==> config.mk <==
export PLATFORM = sky130hd
export DESIGN_NAME = bthalloc_ram
export DESIGN_NICKNAME = d
export VERILOG_FILES = /design/src/hw/rtl/bthalloc_ram.sv
export SDC_FILE = /design/constraint.sdc
export NUM_CORES = 1
export LEC_CHECK = 0
export BUFFER_PORTS_ARGS = -buffer_cell sky130_fd_sc_hd__buf_2
export CELL_PAD_IN_SITES_DETAIL_PLACEMENT = 1
export CELL_PAD_IN_SITES_GLOBAL_PLACEMENT = 1
export CORE_UTILIZATION = 48
export DETAILED_ROUTE_END_ITERATION = 6
export PLACE_DENSITY_LB_ADDON = 0.15
export SLEW_MARGIN = 20
export SYNTH_ARGS = -nofsm -noshare
export SYNTH_HDL_FRONTEND = slang
export SYNTH_SLANG_ARGS = --single-unit
==> constraint.sdc <==
create_clock -name clock -period 1.7 [get_ports clock]
set_input_delay 0.17 -clock clock [delete_from_list [all_inputs] [get_ports clock]]
set_output_delay 0.17 -clock clock [all_outputs]
set_load 0.01 [all_outputs]
==> src/hw/rtl/bthalloc_ram.sv <==
// Generic single-write, single-read RAM with registered read data.
// No dependencies.
`timescale 1ns / 1ps

module bthalloc_ram #(
   parameter int WIDTH = 8,
   parameter int DEPTH = 16
) (
   input  logic                     clock,
   input  logic                     we,
   input  logic [$clog2(DEPTH)-1:0] waddr,
   input  logic [WIDTH-1:0]         wdata,
   input  logic [$clog2(DEPTH)-1:0] raddr,
   output logic [WIDTH-1:0]         rdata
);

   logic [WIDTH-1:0] mem [DEPTH];

   always_ff @(posedge clock) begin
      if (we) begin
         mem[waddr] <= wdata;
      end
      rdata <= mem[raddr];
   end

endmodule

# Word level (Yosys, flattened, before mapping)
# Memory sizes are Yosys's and may differ from the RTL's. A register that Yosys moved wholly into a read port is not among the register bits.
# Cells that the tools add are included.
word_totals:
  ff_bits: 0
  out_inout_bits: 8
  mem_bits_rw: 128
  input_bits: 18
  mem_count: 1
memory_table:
  columns: ["memory", "depth", "word_bits", "read_ports", "rd_clocked_by_memory_dff", "write_ports", "line_no", "rtl"]
  rows:
  - ["mem", 16, 8, 1, 1, 1, "17", "logic [WIDTH-1:0] mem [DEPTH];"]
op_classes:
  muxes: 2
op_table:
  columns: ["op", "n"]
  rows:
  - ["2-to-1 mux 1 bit", 2]

# Depth between registers and ports, before layout
depth:
  word_depth: 2
  depth_mapped: 5
  ltp_nobuf: 3

# Least setup slack after synthesis
# OpenSTA, ideal clock, no wires.
synth_path:
  path_type: "input to register"
  from: "input waddr[2]"
  to: "memory mem[0][0] (enable)"
  t_arrival_ns: 1.280
  n_path_buf: 0
  stages: 2
  setup_slack_ns: 0.037
  cell_sequence: "or3b_2 > nor3_1"
synth_rtl:
  columns: ["element", "line_no", "rtl"]
  rows:
  - ["from (decl)", "11", "input logic [$clog2(DEPTH)-1:0] waddr,"]
  - ["to (decl)", "17", null]
# No word-level cell before the write port.

==> impl_metrics.toml <==
[layout]
area_growth_pct = 18.8
stdcell_area_um2 = 6110
fill_cells = 897
register_area_um2 = 4000
multiInputGateArea_um2 = 1060
final_nets = 302
drive_above_1_share = 0.320
diodes = 0

[clock_network]
cts_setup_buffers = 0
clock_latency_ns = 0.51
cts_root_buf = "clkbuf_8"
ctsResizeCount = 0
clk_pin_slew_ns = 0.06
cts_tree = "done"
htree_levels = 4
cts.path.max_buffers = 2
cts_buffers = 17
holdBufCountCts = 0
clock-sinks = 136

[synth]
syn_area_um2 = 5150
synth_top_area_share = 0.747
syn-num-nets = 247
synth_common_cells = "edfxtp_1, mux4_2, a22oi_1"
synthDistinctLibCells = 19
synth_seq_area_share = 0.778
synth-async-reset-ratio = 0
syn_area_per_cell_um2 = 22.5
ys_warn_count = 0
yosys_register_bits = 136
syn_inst = 229
synth_top_area_cell = "edfxtp_1"
synth-main-ff-cell = "edfxtp_1"
synthTopCellsByArea = "edfxtp_1, mux4_2, mux4_1"
synth-edff-count = 128
yosysMostFrequentCell = "edfxtp_1"

[drt]
drtIter0Drc = 139
drt_first_pass_iters = 4
routedWlPerCell_um = 24.1
vias = 2395
viasPerCell = 5.53
route.detailed.drc = 0
routed_wirelength_um = 10400
drtAntennaViolNets = 0

[timing]
setup_viol = 0
rsz0062_at_grt = "no"
slew_viol_final = 0
worst_slew_pin_slew_ns = 0.431
fin_setup_tns_ns = 0
fmax_mhz = 726
maxSlewHeadroom = 0.713
post-route-period-util = 0.810
hold_viol_final = 0
min_period_ns = 1.38
skew_ns = 0.00572

[die]
ios = 26
fp.dieArea_um2 = 11100
row_count = 37
start_util = 0.496
die_x_um = 106
fp.coreArea_um2 = 10400
die_y_um = 106

[placed_design]
io_buffers = 25
dpl-instance-area_um2 = 5540
gp_congestion = 0.670
dp.final_hpwl_um = 6720

[run]
cap_violations = 0

[grt]
grt_pass1_vias = 2669
grt_pass1_wl_um = 16000
grt_max_degree = 33
grt_usage = 0.212
antenna_found_initial = 0
overflow = 0

[setup_path]
cp-start-kind = "flip-flop"
cp-end-kind = "flip-flop"
crit_fanout = 1
crit_arrival_ns = 1.75
path_class = "flip-flop to flip-flop"
crit_required_ns = 2.08

[power_and_ir_drop]
ir_drop_mv = 0.912
leakage_nw = 2.10
power_density_nw_per_um2 = 1250

[status]
outcome = "complete, no violations"

[hold_path]
hold_path_class = "input port to flip-flop"
[path summary, 6_finish.rpt]
| kind | cells after the start | endpoint | slack, ns | startpoint |
|---|---|---|---|---|
| worst max-delay path | 3 | rdata[4] | 0.32 | mem[9][4] |
| worst min-delay path | 1 | mem[14][1] | 0.04 | wdata[1] |
| worst max register to register | 3 | rdata[4] | 0.32 | mem[9][4] |
| worst min register to register | 3 | rdata[3] | 0.69 | mem[7][3] |
[placed cells by master, fill, tap and decap left out]
| cell type | Yosys | routed |
|---|---|---|
| mux4_1 | 14 | 14 |
| or3b_2 | 1 | 1 |
| clkbuf_8 | 0 | 5 |
| nand3_1 | 1 | 1 |
| mux4_2 | 18 | 18 |
| nand2b_1 | 2 | 2 |
| clkbuf_16 | 0 | 16 |
| nor2b_1 | 1 | 1 |
| a22oi_1 | 16 | 16 |
| bufinv_16 | 0 | 2 |
| nand2_1 | 9 | 9 |
| clkinvlp_4 | 0 | 1 |
| and2b_1 | 1 | 1 |
| buf_2 | 3 | 25 |
| nor2_1 | 13 | 13 |
| nand3b_1 | 2 | 2 |
| dfxtp_1 | 8 | 8 |
| clkbuf_1 | 0 | 2 |
| nor3_1 | 4 | 4 |
| edfxtp_1 | 128 | 128 |
| clkinv_2 | 0 | 6 |
| buf_4 | 1 | 19 |
| and2_1 | 1 | 1 |
| buf_12 | 0 | 2 |
[where the power goes]
part	switching [W]	internal (W)	total, W
Combinational	0.000203	0.000154	0.000357
Clock	0.00126	0.00223	0.00349
Sequential	0.0000287	0.00375	0.00378
[logic make-up after synthesis]
kind of cell           count (synthesis)  share of synthesized area
AO/OA/AOI/OAI                         16                     0.0233
buffers and inverters                 10                     0.0168
flip-flops                           136                      0.778
multiplexers                          32                      0.150
AND/OR/NAND/NOR                       35                     0.0318
[through the flow]
step           total power [W]   util  hold WS, ns  cells  worst slack [ns]
3_3_place_gp           0.00420  0.534        0.563    401            0.0811
3_5_place_dp           0.00422  0.534        0.574    401            0.0705
6_report               0.00762  0.590       0.0442    433             0.324
5_1_grt                0.00788  0.590       0.0325    433             0.205
2_1_floorplan          0.00404      -        0.269    229            0.0371
4_1_cts                0.00772  0.590       0.0166    433             0.304
[cell type report]
| type | instances | share of cell area |
|---|---|---|
| Clock buffer | 23 | 0.0780 |
| Clock inverter | 9 | 0.0160 |
| Multi-Input combinational cell | 83 | 0.173 |
| Sequential cell | 136 | 0.655 |
| Tap cell | 136 | 0.0278 |
| Timing Repair Buffer | 46 | 0.0503 |
[sequential cells by signal (all words and copies together), names as in the netlist]
signal  count
mem       128
rdata       8
[worst max-delay path, cell delays in order, from the launching register on]
cell and delay [ns]:
edfxtp_1 0.36, mux4_1 0.50, a22oi_1 0.27, nand2_1 0.11
[per-layer routing]
layer / vias up / share of wire / track usage
li1: 1079 / - / -
met2: 45 / 0.52 / 0.344
met1: 1261 / 0.44 / 0.283
met4: 0 / 0.014 / 0.0675
met3: 10 / 0.029 / 0.0550
met5: - / 0 / 0
Note: power is estimated with default switching activity, not from simulation.
